File: src/sv/dts_pkg.sv
// Package for the dependency task scheduler: widths, command and status
// codes, the queued transaction type. No dependencies.
package dts_pkg;
  localparam int MAX_TASKS = 64;
  localparam int IDW       = $clog2(MAX_TASKS);
  localparam int CNTW      = $clog2(MAX_TASKS + 1);
  localparam int CMDW      = 3;
  localparam int STW       = 3;
  localparam int QDEPTH    = 2;
  localparam int QAW       = $clog2(QDEPTH);
  localparam int QCW       = $clog2(QDEPTH + 1);

  localparam logic [CMDW-1:0] CMD_ADD  = 3'd0;
  localparam logic [CMDW-1:0] CMD_DEP  = 3'd1;
  localparam logic [CMDW-1:0] CMD_FIN  = 3'd2;
  localparam logic [CMDW-1:0] CMD_IRST = 3'd3;
  localparam logic [CMDW-1:0] CMD_POP  = 3'd4;
  localparam logic [CMDW-1:0] CMD_DONE = 3'd5;
  localparam logic [CMDW-1:0] CMD_CLR  = 3'd6;
  localparam logic [CMDW-1:0] CMD_QRY  = 3'd7;

  localparam logic [STW-1:0] ST_OK           = 3'd0;
  localparam logic [STW-1:0] ST_FROZEN       = 3'd1;
  localparam logic [STW-1:0] ST_NOT_FROZEN   = 3'd2;
  localparam logic [STW-1:0] ST_BAD_ID       = 3'd3;
  localparam logic [STW-1:0] ST_SELF         = 3'd4;
  localparam logic [STW-1:0] ST_FULL         = 3'd5;
  localparam logic [STW-1:0] ST_NONE         = 3'd6;
  localparam logic [STW-1:0] ST_NOT_ASSIGNED = 3'd7;

  typedef enum logic [2:0] {
    OP_ADD, OP_DEP, OP_FIN, OP_IRST, OP_POP, OP_DONE, OP_CLR, OP_QRY
  } op_t;

  typedef struct packed {
    op_t            op;
    logic [IDW-1:0] tid;
    logic [IDW-1:0] did;
    logic           same;
  } item_t;
endpackage

File: src/sv/dts_fifo.sv
// Short queue between the front end and the execution back end.
// Depends on dts_pkg.
module dts_fifo (
  input  logic           clk,
  input  logic           rst_n,
  input  logic           push_valid,
  output logic           push_ready,
  input  dts_pkg::item_t push_data,
  output logic           pop_valid,
  input  logic           pop,
  output dts_pkg::item_t pop_data
);
  import dts_pkg::*;

  item_t          q_r [QDEPTH];
  logic [QAW-1:0] wp_r, wp_nxt, rp_r, rp_nxt;
  logic [QCW-1:0] cnt_r, cnt_nxt;
  logic           do_push, do_pop;

  assign push_ready = cnt_r != QCW'(QDEPTH);
  assign pop_valid  = cnt_r != '0;
  assign pop_data   = q_r[rp_r];
  assign do_push    = push_valid && push_ready;
  assign do_pop     = pop && pop_valid;

  always_comb begin
    wp_nxt  = do_push ? ((wp_r == QAW'(QDEPTH - 1)) ? '0 : wp_r + 1'b1) : wp_r;
    rp_nxt  = do_pop ? ((rp_r == QAW'(QDEPTH - 1)) ? '0 : rp_r + 1'b1) : rp_r;
    cnt_nxt = cnt_r + QCW'(do_push) - QCW'(do_pop);
  end

  always_ff @(posedge clk) begin
    if (!rst_n) begin
      wp_r  <= '0;
      rp_r  <= '0;
      cnt_r <= '0;
    end else begin
      wp_r  <= wp_nxt;
      rp_r  <= rp_nxt;
      cnt_r <= cnt_nxt;
    end
    if (do_push) begin
      q_r[wp_r] <= push_data;
    end
  end
endmodule

File: config.mk
export PLATFORM = sky130hd
export DESIGN_NAME = dts_fifo
export DESIGN_NICKNAME = d
export VERILOG_FILES = /design/src/sv/dts_pkg.sv /design/src/sv/dts_fifo.sv
export SDC_FILE = /design/constraint.sdc
export NUM_CORES = 1
export LEC_CHECK = 0
export BUFFER_PORTS_ARGS = -buffer_cell sky130_fd_sc_hd__buf_4
export CORE_ASPECT_RATIO = 1.2
export CORE_UTILIZATION = 35
export DETAILED_ROUTE_END_ITERATION = 10
export PLACE_DENSITY = 0.56
export REMOVE_ABC_BUFFERS = 1
export SYNTH_ARGS = -nofsm -noshare
export SYNTH_HDL_FRONTEND = slang
export SYNTH_SLANG_ARGS = --single-unit
File: constraint.sdc
create_clock -name clk -period 2.4 [get_ports clk]
set_input_delay 0.36 -clock clk [delete_from_list [all_inputs] [get_ports clk]]
set_output_delay 0.36 -clock clk [all_outputs]
set_load 0.1 [all_outputs]
## Yosys cells after proc, flatten, opt, wreduce, memory -nomap -nowiden

Memories as Yosys holds them, arrays and structs flattened. A register that Yosys moved wholly into a read port is not among the register bits.
Cells that the tools add are included.

- Word-level logic and storage cells: 18
- Memories kept: 1
- Flip-flop bits (word level): 4
- Input bits: 20
- Bits in writable memories: 32

Memory list:

| name | depth | width | read ports | clocked after Yosys merged registers in | wr ports | line | RTL |
|---|---|---|---|---|---|---|---|
| q_r | 2 | 16 | 1 | 1 | 1 | dts_fifo.sv:15 | `item_t q_r [QDEPTH];` |

- Reductions and logical operators: 3
- $add $sub $neg: 4
- Mux-type cells: 6
- Equal/unequal tests: 1

Operators by type and width:

| cell | number |
|---|---|
| $mux W1 | 6 |
| $add A1 B1 Y1 const B | 2 |
| $add A2 B1 Y2 | 1 |
| $logic_and A1 B1 Y1 | 2 |
| $ne A2 B2 Y1 const B | 1 |
| $reduce_bool A2 Y1 | 1 |
| $sub A2 B1 Y2 | 1 |

## Logic depth before layout (Yosys ltp)

- Depth in word-level cells: 4
- Depth in mapped cells: 6

## Worst setup path after synthesis

No wires, ideal clock.

- Path kind: reg2reg
- Start: register cnt_r[0]
- End: memory q_r[1][0] (netlist bit), enable pin
- Buffers on the path: 0
- Period minus slack after synthesis: 2235 ps
- Arrival: 1862 ps
- Data required time: 2026 ps
- Cell stages (with the launch flop): 3
- Setup slack: 165 ps
- Path through: dfxtp_1 nand2b_1 and3_1

- Longest elaborated chain between the ends: 4

Ends and longest elaborated chain:

| element | line | RTL |
|---|---|---|
| from (decl) | dts_fifo.sv:17 | `logic [QCW-1:0] cnt_r, cnt_nxt;` |
| from (signal assigned) | dts_fifo.sv:40 | `cnt_r <= cnt_nxt;` |
| $ne A2 B2 Y1 | dts_fifo.sv:20 | `assign push_ready = cnt_r != QCW'(QDEPTH);` |
| via push_ready | dts_fifo.sv:7 | `output logic push_ready,` |
| $logic_and A1 B1 Y1 | dts_fifo.sv:23 | `assign do_push = push_valid && push_ready;` |
| $mux W1 | dts_fifo.sv:42 | `if (do_push) begin` |
| $mux W1 (implied by the code) | dts_fifo.sv:43 | `q_r[wp_r] <= push_data;` |
| to (decl) | dts_fifo.sv:15 |  |

The timed path passes the listed nets, and every way through them passes these cells.

==> reports/results.txt <==
Status -> finished, final reports clean
WP data arrival -> 1.43 ns
Die area -> 0.00432 sq mm
Skew final -> 0.00648 ns
Synth Area in XOR/XNOR -> 0.617%
H-Tree Depth -> 2
First-pass GRT wire length -> 3420 um
Ant. Diodes -> 0
Clock sink total -> 37
Critical-path top delay cell -> mux2_2
CTS tree -> yes
Clk slew on worst S/H paths -> 0.07 ns
Clk root buf -> clkbuf_8
Ports -> 38
Initial DRC count -> 22
DP Area -> 0.00176 sq mm
Synth Area in Simple Gates -> 5.20%
Synth Register Bits -> 37
Leak -> 0.711 nW
Initial antenna violation count -> 0
Final Max Tran Viols -> 0
FP Rows -> 25
Pre-CTS setup slack -> 0.772 ns
Post-synth EDFFs -> 32
Sw frac -> 44.2%
Core area -> 0.00391 sq mm
Hold slack -> 0.260 ns
Compound-Gate Fraction of Synth Area -> 3.79%
Global routing's busiest layer -> met2
Worst Hold Class -> primary input to register
Post-route ant nets -> 0
Rel. slew slack -> 58.5%
Overall power -> 2.20 mW
Combinational Power Share -> 44.6%
Iteration count of the initial detailed-routing pass -> 3
Final Core Density -> 47.3%
CP dominant cell by count -> buf_4
Max incr delay on CP -> 0.38 ns
Vias -> 790
Wire length per cell -> 12.6 um
PortBufs -> 37
Seq/Total Area, Yosys -> 74.7%
CP startpoint kind -> register
Die X -> 60.2 um
Vias in the first global route -> 796
GR Util met3 -> 5.78%
Clock power share -> 18.3%
Max_cap viols -> 0
Post-synth cell types -> 24
Cts hold-fix bufs -> 0
CP Class -> register to output pin
Starting Density -> 36.3%
Psw -> 975 uW
Nets -> 144
Clk Latency, worst-skew pair -> 0.28 ns
Non-Filler Instances -> 178
Yosys warns -> 0
M2 GR Usage -> 20.3%
# setup viols final -> 0
Total clock buffers created by CTS -> 5
# DRC -> 0
Routed vias/inst -> 4.44
Mapped cell area -> 0.00142 sq mm
RSZ-0062 raised after global routing -> no
Post-Route Setup TNS -> 0 ns
Internal Pwr Total -> 1.23 mW
Fill cell count -> 374
Total congestion overflow -> 0
DIE HEIGHT -> 71.8 um
Placed Cells -> 170
FFs w/ async S/R, synth -> 0%
Largest family of logic cells by synthesized area -> multiplexers
Final Hold Fails -> 0
Post-synthesis adder-cell area fraction -> 0.881%
Mux contribution to synthesized area -> 13.4%
Setup bufs post-CTS -> 0
Synth-to-Final Area Change -> 30.3%
Worst IR Drop VDD -> 0.000500 V
Share of layout cells above drive strength 1 -> 51.6%
Worst path buffer plus inverter count -> 2
Tmin final -> 1.79 ns
Reg power frac -> 37.1%
Post-Layout Inst Area -> 0.00185 sq mm
Ys flop type -> edfxtp_1
Pwr Density -> 1190 mW/mm^2
CP cell instances -> buf_4 > mux2_2 > buf_4
Critical path's top delay family -> buffers and inverters
CP required -> 2.04 ns
Syn Area/Cell -> 18.0 sq um
Largest net degree at the start of global routing -> 17
Fin crit share -> 74.7%
M1 GR Usage -> 11.4%
Worst-Margin Slew -> 0.622 ns
Max clock buf depth -> 2
Post-CTS sizing -> 0
Post-Synthesis Cells -> 79
Total GRT Usage -> 11.5%
Critical Path Fanout Max -> 16
RePlAce Congestion -> 0.604
Final HPWL DP -> 1580 um
Total routed wirelength -> 2240 um
Setup ws final -> 0.608 ns
Crit. End Element -> output pin
Fmax -> 558 MHz
[layer usage]
layer	wire length, um	vias to the layer above
li1	-	387
met1	793	377
met2	1290	26
met3	154	0
met4	0	0
met5	0	-
[flip-flops by register name (all words and copies together), names as in the netlist, named ones only]
name   count
q_r       32
cnt_r      2
rp_r       1
wp_r       1
[final timing paths]
check / from / end / slack, ns / cells after the start
worst min-delay path: push_data[9] / q_r[0][9]$_DFFE_PP_ / 0.26 / 1
worst min register to register: wp_r$_SDFFE_PN0P_ / wp_r$_SDFFE_PN0P_ / 0.57 / 2
worst max-delay path: register / pop_data[10] / 0.61 / 3
worst max register to register: cnt_r[0]$_SDFF_PN0_ / q_r[0][15]$_DFFE_PP_ / 0.80 / 3
[power groups by stage]
stage	sequential (mW)	combinational (mW)	clock, mW
after global placement	0.828	0.985	0
after CTS	0.819	0.993	0.421
after global routing	0.828	1.02	0.450
after detailed placement	0.833	0.991	0
after floorplan	0.843	0.783	0
final	0.818	0.983	0.403
[layout make-up]
| class | instances | area, sq um | share of cell area (%) |
|---|---|---|---|
| Clock inverter | 3 | 17.5 | 0.947 |
| Timing Repair Buffer | 39 | 293 | 15.8 |
| Multi-Input combinational cell | 39 | 339 | 18.3 |
| Inverter | 1 | 3.75 | 0.203 |
| Tap cell | 54 | 67.6 | 3.65 |
| Sequential cell | 37 | 1060 | 57.3 |
| Clock buffer | 5 | 68.8 | 3.72 |
[cells by family after synthesis]
logic type / after synthesis
compound gates: 7
xor+xnor: 1
fa+ha+maj: 1
buf+inv: 3
flops: 37
mux: 17
simple gates: 13
[cells in the mapped netlist, types with 2 or more instances]
cell	n	area share, %
mux2_2	16	13
nor2_1	2	0.53
and2_1	3	1.3
dfxtp_1	5	7.0
a21bo_1	2	1.4
nand2b_1	2	0.88
edfxtp_1	32	68
[cell usage in the layout, fill, tap and decap left out, types with 2 or more instances in the layout]
master,n
a21bo_1,2
and2_1,3
buf_4,39
clkbuf_8,5
clkinv_2,2
dfxtp_1,5
edfxtp_1,32
mux2_2,16
nand2b_1,2
nor2_1,2
Power figures use the tool's default switching activity.
