<file path="config.mk">
export PLATFORM = sky130hd
export DESIGN_NAME = dts_front_flat
export DESIGN_NICKNAME = d
export VERILOG_FILES = /design/src/sv/dts_pkg.sv /design/src/sv/dts_if.sv /design/src/sv/dts_front.sv /design/src/flat_wrapper.sv
export SDC_FILE = /design/constraint.sdc
export NUM_CORES = 1
export LEC_CHECK = 0
export ABC_AREA = 1
export BUFFER_PORTS_ARGS = -buffer_cell sky130_fd_sc_hd__buf_4
export CAP_MARGIN = 20
export CORE_MARGIN = 2
export CORE_UTILIZATION = 44
export DETAILED_ROUTE_END_ITERATION = 8
export HOLD_SLACK_MARGIN = 0.06
export PLACE_DENSITY = 0.8
export SYNTH_ARGS = -nofsm -noshare
export SYNTH_HDL_FRONTEND = slang
export SYNTH_SLANG_ARGS = --single-unit
</file>
<file path="constraint.sdc">
create_clock -name clk -period 3.4 [get_ports clk]
set_input_delay 0.17 -clock clk [delete_from_list [all_inputs] [get_ports clk]]
set_output_delay 0.17 -clock clk [all_outputs]
set_load 0.03 [all_outputs]
</file>
<file path="src/sv/dts_pkg.sv">
// Package for the dependency task scheduler: widths, command and status
// codes, the queued transaction type. No dependencies.
package dts_pkg;
  localparam int MAX_TASKS = 64;
  localparam int IDW       = $clog2(MAX_TASKS);
  localparam int CNTW      = $clog2(MAX_TASKS + 1);
  localparam int CMDW      = 3;
  localparam int STW       = 3;
  localparam int QDEPTH    = 2;
  localparam int QAW       = $clog2(QDEPTH);
  localparam int QCW       = $clog2(QDEPTH + 1);

  localparam logic [CMDW-1:0] CMD_ADD  = 3'd0;
  localparam logic [CMDW-1:0] CMD_DEP  = 3'd1;
  localparam logic [CMDW-1:0] CMD_FIN  = 3'd2;
  localparam logic [CMDW-1:0] CMD_IRST = 3'd3;
  localparam logic [CMDW-1:0] CMD_POP  = 3'd4;
  localparam logic [CMDW-1:0] CMD_DONE = 3'd5;
  localparam logic [CMDW-1:0] CMD_CLR  = 3'd6;
  localparam logic [CMDW-1:0] CMD_QRY  = 3'd7;

  localparam logic [STW-1:0] ST_OK           = 3'd0;
  localparam logic [STW-1:0] ST_FROZEN       = 3'd1;
  localparam logic [STW-1:0] ST_NOT_FROZEN   = 3'd2;
  localparam logic [STW-1:0] ST_BAD_ID       = 3'd3;
  localparam logic [STW-1:0] ST_SELF         = 3'd4;
  localparam logic [STW-1:0] ST_FULL         = 3'd5;
  localparam logic [STW-1:0] ST_NONE         = 3'd6;
  localparam logic [STW-1:0] ST_NOT_ASSIGNED = 3'd7;

  typedef enum logic [2:0] {
    OP_ADD, OP_DEP, OP_FIN, OP_IRST, OP_POP, OP_DONE, OP_CLR, OP_QRY
  } op_t;

  typedef struct packed {
    op_t            op;
    logic [IDW-1:0] tid;
    logic [IDW-1:0] did;
    logic           same;
  } item_t;
endpackage

</file>
<file path="src/sv/dts_if.sv">
// Handshake interfaces for the command and result channels.
// Depends on dts_pkg.
interface dts_in_if;
  logic                     valid;
  logic                     ready;
  logic [dts_pkg::CMDW-1:0] cmd;
  logic [dts_pkg::IDW-1:0]  task_id;
  logic [dts_pkg::IDW-1:0]  prereq_id;
  modport source (output valid, cmd, task_id, prereq_id, input ready);
  modport sink   (input valid, cmd, task_id, prereq_id, output ready);
endinterface


</file>
<file path="src/sv/dts_front.sv">
// Front end: accepts command transactions, decodes them into queue items.
// Depends on dts_pkg and dts_if.
module dts_front (
  input  logic           clk,
  input  logic           rst_n,
  dts_in_if.sink         in_ch,
  output dts_pkg::item_t st_item,
  output logic           st_valid,
  input  logic           st_take
);
  import dts_pkg::*;

  logic  st_valid_r, st_valid_nxt;
  item_t st_r;
  item_t dec;

  assign in_ch.ready = !st_valid_r || st_take;

  always_comb begin
    dec.tid  = in_ch.task_id;
    dec.did  = in_ch.prereq_id;
    dec.same = in_ch.task_id == in_ch.prereq_id;
    unique case (in_ch.cmd)
      CMD_ADD:  dec.op = OP_ADD;
      CMD_DEP:  dec.op = OP_DEP;
      CMD_FIN:  dec.op = OP_FIN;
      CMD_IRST: dec.op = OP_IRST;
      CMD_POP:  dec.op = OP_POP;
      CMD_DONE: dec.op = OP_DONE;
      CMD_CLR:  dec.op = OP_CLR;
      CMD_QRY:  dec.op = OP_QRY;
      default:  dec.op = OP_QRY;
    endcase
  end

  always_comb begin
    st_valid_nxt = st_valid_r;
    if (in_ch.valid && in_ch.ready) begin
      st_valid_nxt = 1'b1;
    end else if (st_take) begin
      st_valid_nxt = 1'b0;
    end
  end

  always_ff @(posedge clk) begin
    if (!rst_n) begin
      st_valid_r <= 1'b0;
    end else begin
      st_valid_r <= st_valid_nxt;
    end
    if (in_ch.valid && in_ch.ready) begin
      st_r <= dec;
    end
  end

  assign st_item  = st_r;
  assign st_valid = st_valid_r;
endmodule

</file>
<file path="src/flat_wrapper.sv">
// flat-port wrapper written by rule: the top's interface ports become plain ports
module dts_front_flat import dts_pkg::*;
  (clk, rst_n, st_item, st_valid, st_take, in_ch_valid, in_ch_cmd, in_ch_task_id, in_ch_prereq_id, in_ch_ready);
  dts_in_if in_ch_i ();
  input  logic clk;
  input  logic rst_n;
  output dts_pkg::item_t st_item;
  output logic st_valid;
  input  logic st_take;
  input wire logic [$bits(in_ch_i.valid)-1:0] in_ch_valid;
  input wire logic [$bits(in_ch_i.cmd)-1:0] in_ch_cmd;
  input wire logic [$bits(in_ch_i.task_id)-1:0] in_ch_task_id;
  input wire logic [$bits(in_ch_i.prereq_id)-1:0] in_ch_prereq_id;
  output wire logic [$bits(in_ch_i.ready)-1:0] in_ch_ready;
  assign in_ch_i.valid = in_ch_valid;
  assign in_ch_i.cmd = in_ch_cmd;
  assign in_ch_i.task_id = in_ch_task_id;
  assign in_ch_i.prereq_id = in_ch_prereq_id;
  assign in_ch_ready = in_ch_i.ready;
  dts_front u_core (.clk(clk), .rst_n(rst_n), .in_ch(in_ch_i), .st_item(st_item), .st_valid(st_valid), .st_take(st_take));
endmodule
</file>
# Yosys cells after proc, flatten, opt, wreduce, memory -nomap -nowiden

Memory sizes are Yosys's and may differ from the RTL's. A register that Yosys moved wholly into a read port is not among the register bits.
Index checks and enable logic that the tools add are counted.

Memory bits (read-only): 24
Input port bits: 19
Output and inout bits: 18
Memories: 1
Register bits after elaboration: 14

Memory list:

| memory          | words | width | rd ports | clocked after Yosys merged registers in | write ports | line            | text |
|---|---|---|---|---|---|---|---|
| (no name shown) | 8     | 3     | 1        | 1                                       | 0           | dts_front.sv:23 | `unique case (in_ch.cmd)` |

Equality and inequality tests: 1
Reduce and logical (&&, ||, !) cells: 4
Mux-type cells: 2

Operator list:

| kind                | number |
|---|---|
| $eq A6 B6 Y1        | 1 |
| $mux W1             | 2 |
| $reduce_bool A2 Y1  | 1 |
| $logic_and A1 B1 Y1 | 1 |
| $logic_not A1 Y1    | 1 |
| $logic_or A1 B1 Y1  | 1 |

# Logic depth before layout (Yosys ltp)

Depth after elaboration: 4
Gate-level depth with buffers: 6
Mapped depth without buffers: 6

# Least setup slack after synthesis

OpenSTA, ideal clock, no wires.

Kind: reg-to-reg
Start point: register u_core.st_valid_r (netlist: u_core.st_valid)
End point: register u_core.st_r (netlist bit u_core.st_item[0]) (enable)
Buffers on the path: 0
Path slack: 1.710 ns
Cell stages (with the launch flop): 2
Arrival: 1.296 ns
Clock period less this slack: 1.690 ns
Cell sequence: dfxtp_1 > a21oi_1

Cells in the longest elaborated chain, start to end: 3

RTL lines:

| element                  | line            | text |
|---|---|---|
| start: declaration       | dts_front.sv:13 | `logic st_valid_r, st_valid_nxt;` |
| start signal: assignment | dts_front.sv:49 | `st_valid_r <= st_valid_nxt;` |
| $logic_not A1 Y1         | dts_front.sv:17 | `assign in_ch.ready = !st_valid_r \|\| st_take;` |
| $logic_or A1 B1 Y1       | dts_front.sv:17 |  |
| $logic_and A1 B1 Y1      | dts_front.sv:51 | `if (in_ch.valid && in_ch.ready) begin` |
| end signal: assignment   | dts_front.sv:52 | `st_r <= dec;` |
| end: declaration         | dts_front.sv:14 | `item_t st_r;` |

Every way passes these cells.
A chain may end at the register's enable or synchronous reset.

# Worst setup path after layout

Start point: register u_core.st_valid_r (netlist: u_core.st_valid)
End point: output in_ch_ready

Cells in the longest elaborated chain, start to end: 2

RTL lines:

| element            | line               | text |
|---|---|---|
| $logic_not A1 Y1   | dts_front.sv:17    |  |
| $logic_or A1 B1 Y1 | dts_front.sv:17    |  |
| end: declaration   | flat_wrapper.sv:14 | `output wire logic [$bits(in_ch_i.ready)-1:0] in_ch_ready;` |

Every way passes these cells.

==> metrics.md <==
| Metric | Value |
|---|---|
| Status | `finished, final reports clean` |
| Synth Instances | `50` |
| Critical path class | `flop to primary output` |
| # DRC | `0` |
| Worst Path Max Fanout | `3` |
| Core Box Area | `roughly 0.0013 mm²` |
| RSZ-0062 raised after global routing | `no` |
| CP startpoint kind | `flop` |
| Max VDD drop | `0.260 mV` |
| IO buf count | `36` |
| Slew Limit Fails | `0` |
| Worst slew pin tran | `0.201 ns` |
| Via count of the first global-routing pass | `between 400 and 500` |
| Antenna violations before repair | `0` |
| First-pass GRT wire length | `2.22 mm` |
| CTS Buffer Depth | `2` |
| Area of the die | `0.00177 mm²` |
| CTS tree | `done` |
| Synth Net Count | `about 70` |
| Post-Layout Cell Count | `109` |
| Dpl hpwl | `1.10 mm` |
| Most frequent cell after synthesis | `edfxtp_1` |
| Synth warn | `0` |
| Yosys top cell area share | `0.753` |
| Reg clk slew, reported paths | `around 0.10 ns` |
| Post-CTS Resized | `0` |
| H-tree Lvls | `1` |
| Endpoints failing hold | `0` |
| Final Util | `0.744` |
| Final cycle utilization of the critical path | `0.319` |
| Worst clock skew | `roughly 0.0071 ns` |
| Leakage | `0.480 nW` |
| Synth top area cells | `edfxtp_1 75%, nand2_1 7.6%, inv_1 5.9%` |
| Final GP Congestion | `0.663` |
| Hold WC Path Type | `primary input to flop` |
| Wire length on met2 | `796 µm` |
| Fin Setup TNS | `0 ns` |
| Max Clk Rate | `a little over 900 MHz` |
| GRT Total Usage | `0.174` |
| # rows | `13` |
| Top cells by count, synth | `16 x edfxtp_1, 13 x nand2_1, 10 x inv_1, 5 x nor2_1` |
| Post-synth top area cell | `edfxtp_1` |
| Register area share after synthesis | `0.784` |
| Area grow syn2layout | `55.5%` |
| Ports | `37` |
| Die height | `~42 µm` |
| Setup violators final | `0` |
| Total CTS buffers | `3` |
| CP Capture Type | `primary output` |
| Top Metal Used | `met3` |
| WP data arrival | `0.92 ns` |
| Hold depth | `1` |
| Remaining antenna violation count after routing | `0` |
| First-pass iteration count of the detailed router | `4` |
| Flops & latches, synth | `17` |
| Post-synth EDFFs | `16` |
| Largest net degree at the start of global routing | `17` |
| Metal3 WL | `105 µm` |
| Mapped Area | `638 µm²` |
| Library cells used by synthesis | `10` |
| Setup WS pre-CTS | `2.37 ns` |
| Slew HR | `0.866` |
| Syn Area/Cell | `12.8 µm²` |
| Layout cells sized above 1 | `0.447` |
| Worst skew pair latency | `0.29 ns` |
| Setup ws final | `2.31 ns` |
| Placed cells | `102` |
| Cell Pwr Density | `439 mW/mm²` |
| Post-synth ARST share | `0` |
| Gr ovfl total | `0` |
| Die Wd | `~42 µm` |
| Initial DRC Count | `15` |
| Worst Path Required | `3.23 ns` |
| Max_cap viols | `0` |
| Vias/cell | `4.70` |
| Initial core utilization | `0.478` |
| FF-to-FF path depth | `2` |
| Root buffer cell | `clkbuf_4` |
| N_diodes | `0` |
| Fin crit period | `roughly 1.1 ns` |
| Synth Flop Type | `edfxtp_1` |
| Fin nets | `114` |
| Vias | `512` |
| Total power | `436 µW` |
| Drt total wl | `1.46 mm` |
| Clk sinks | `17` |
| Drt wl/cell | `13.4 µm` |
| M1 WL | `557 µm` |
[placed cells by master (no fill, tap or decap), drive strengths merged]
cell / n
buf: 37
xnor2: 1
nor2: 6
inv: 10
clkbuf: 3
clkinv: 1
dlygate4sd3: 3
o21ai: 1
a21oi: 1
nand2: 13
edfxtp: 16
dfxtp: 1
a21boi: 1
[area by class of cell]
class / instances / area, µm²
tap: 15 / 18.8
timing repair buffer: 40 / 308
clock inverter: 1 / 5.00
clock buffer: 3 / 22.5
fill: 94 / 342
sequential: 17 / 500
multi-input combinational: 23 / 100
inverter: 10 / 37.5
[flip-flops by register name (all words and copies together), names as in the netlist]
register	flops
u_core.st_valid	1
u_core.st_item	16
[stage by stage]
| step | hold slack (ns) | area (µm²) |
|---|---|---|
| final | 0.0662 | 992 |
| after global routing | 0.0615 | 992 |
| after CTS | 0.0615 | 992 |
| after detailed placement | 0.352 | 935 |
| after global placement | 0.353 | 935 |
| after floorplan | 0.269 | 638 |
[timing repair]
item	4_1_cts	5_1_grt
buffers inserted	0	0
hold endpoints to repair	3	0
hold buffers	3	0
[cells by family (layout without fill, tap and decap cells)]
family,Yosys count,count (layout),synth area share
AOI/OAI and AO/OA,3,3,0.0274
buffers and inverters,10,54,0.0588
xor gates and xnor gates,1,1,0.0137
and+or+nand+nor,19,19,0.116
DFF,17,17,0.784
[worst max-delay path, stage by stage (launching register included)]
cell and delay, ns:
dfxtp_1 0.37, nand2_1 0.09, buf_4 0.17
[final timing paths]
| kind | startpoint | endpoint | slack [ns] |
|---|---|---|---|
| worst max-delay path | u_core.st_valid | in_ch_ready | 2.31 |
| worst min-delay path | in_ch_prereq_id[2] | u_core.st_item[3] | 0.07 |
| worst max register to register | u_core.st_valid | u_core.st_item[7] | 2.36 |
| worst min register to register | u_core.st_valid | u_core.st_valid | 0.55 |
[report_power, final]
group	leakage [nW]	switching, mW	total (mW)	internal (mW)
combinational	0.299	0.0472	0.0833	0.0361
sequential	0.163	0.00409	0.247	0.243
clock	0.0177	0.0614	0.105	0.0437
[per-layer routing]
metal / up-vias / track usage
met4: 0 / 0.0938
met2: 29 / 0.291
met3: 0 / 0.0345
met1: 237 / 0.210
met5: - / 0
li1: 246 / -
No activity file was read; power rests on OpenSTA's default activity.
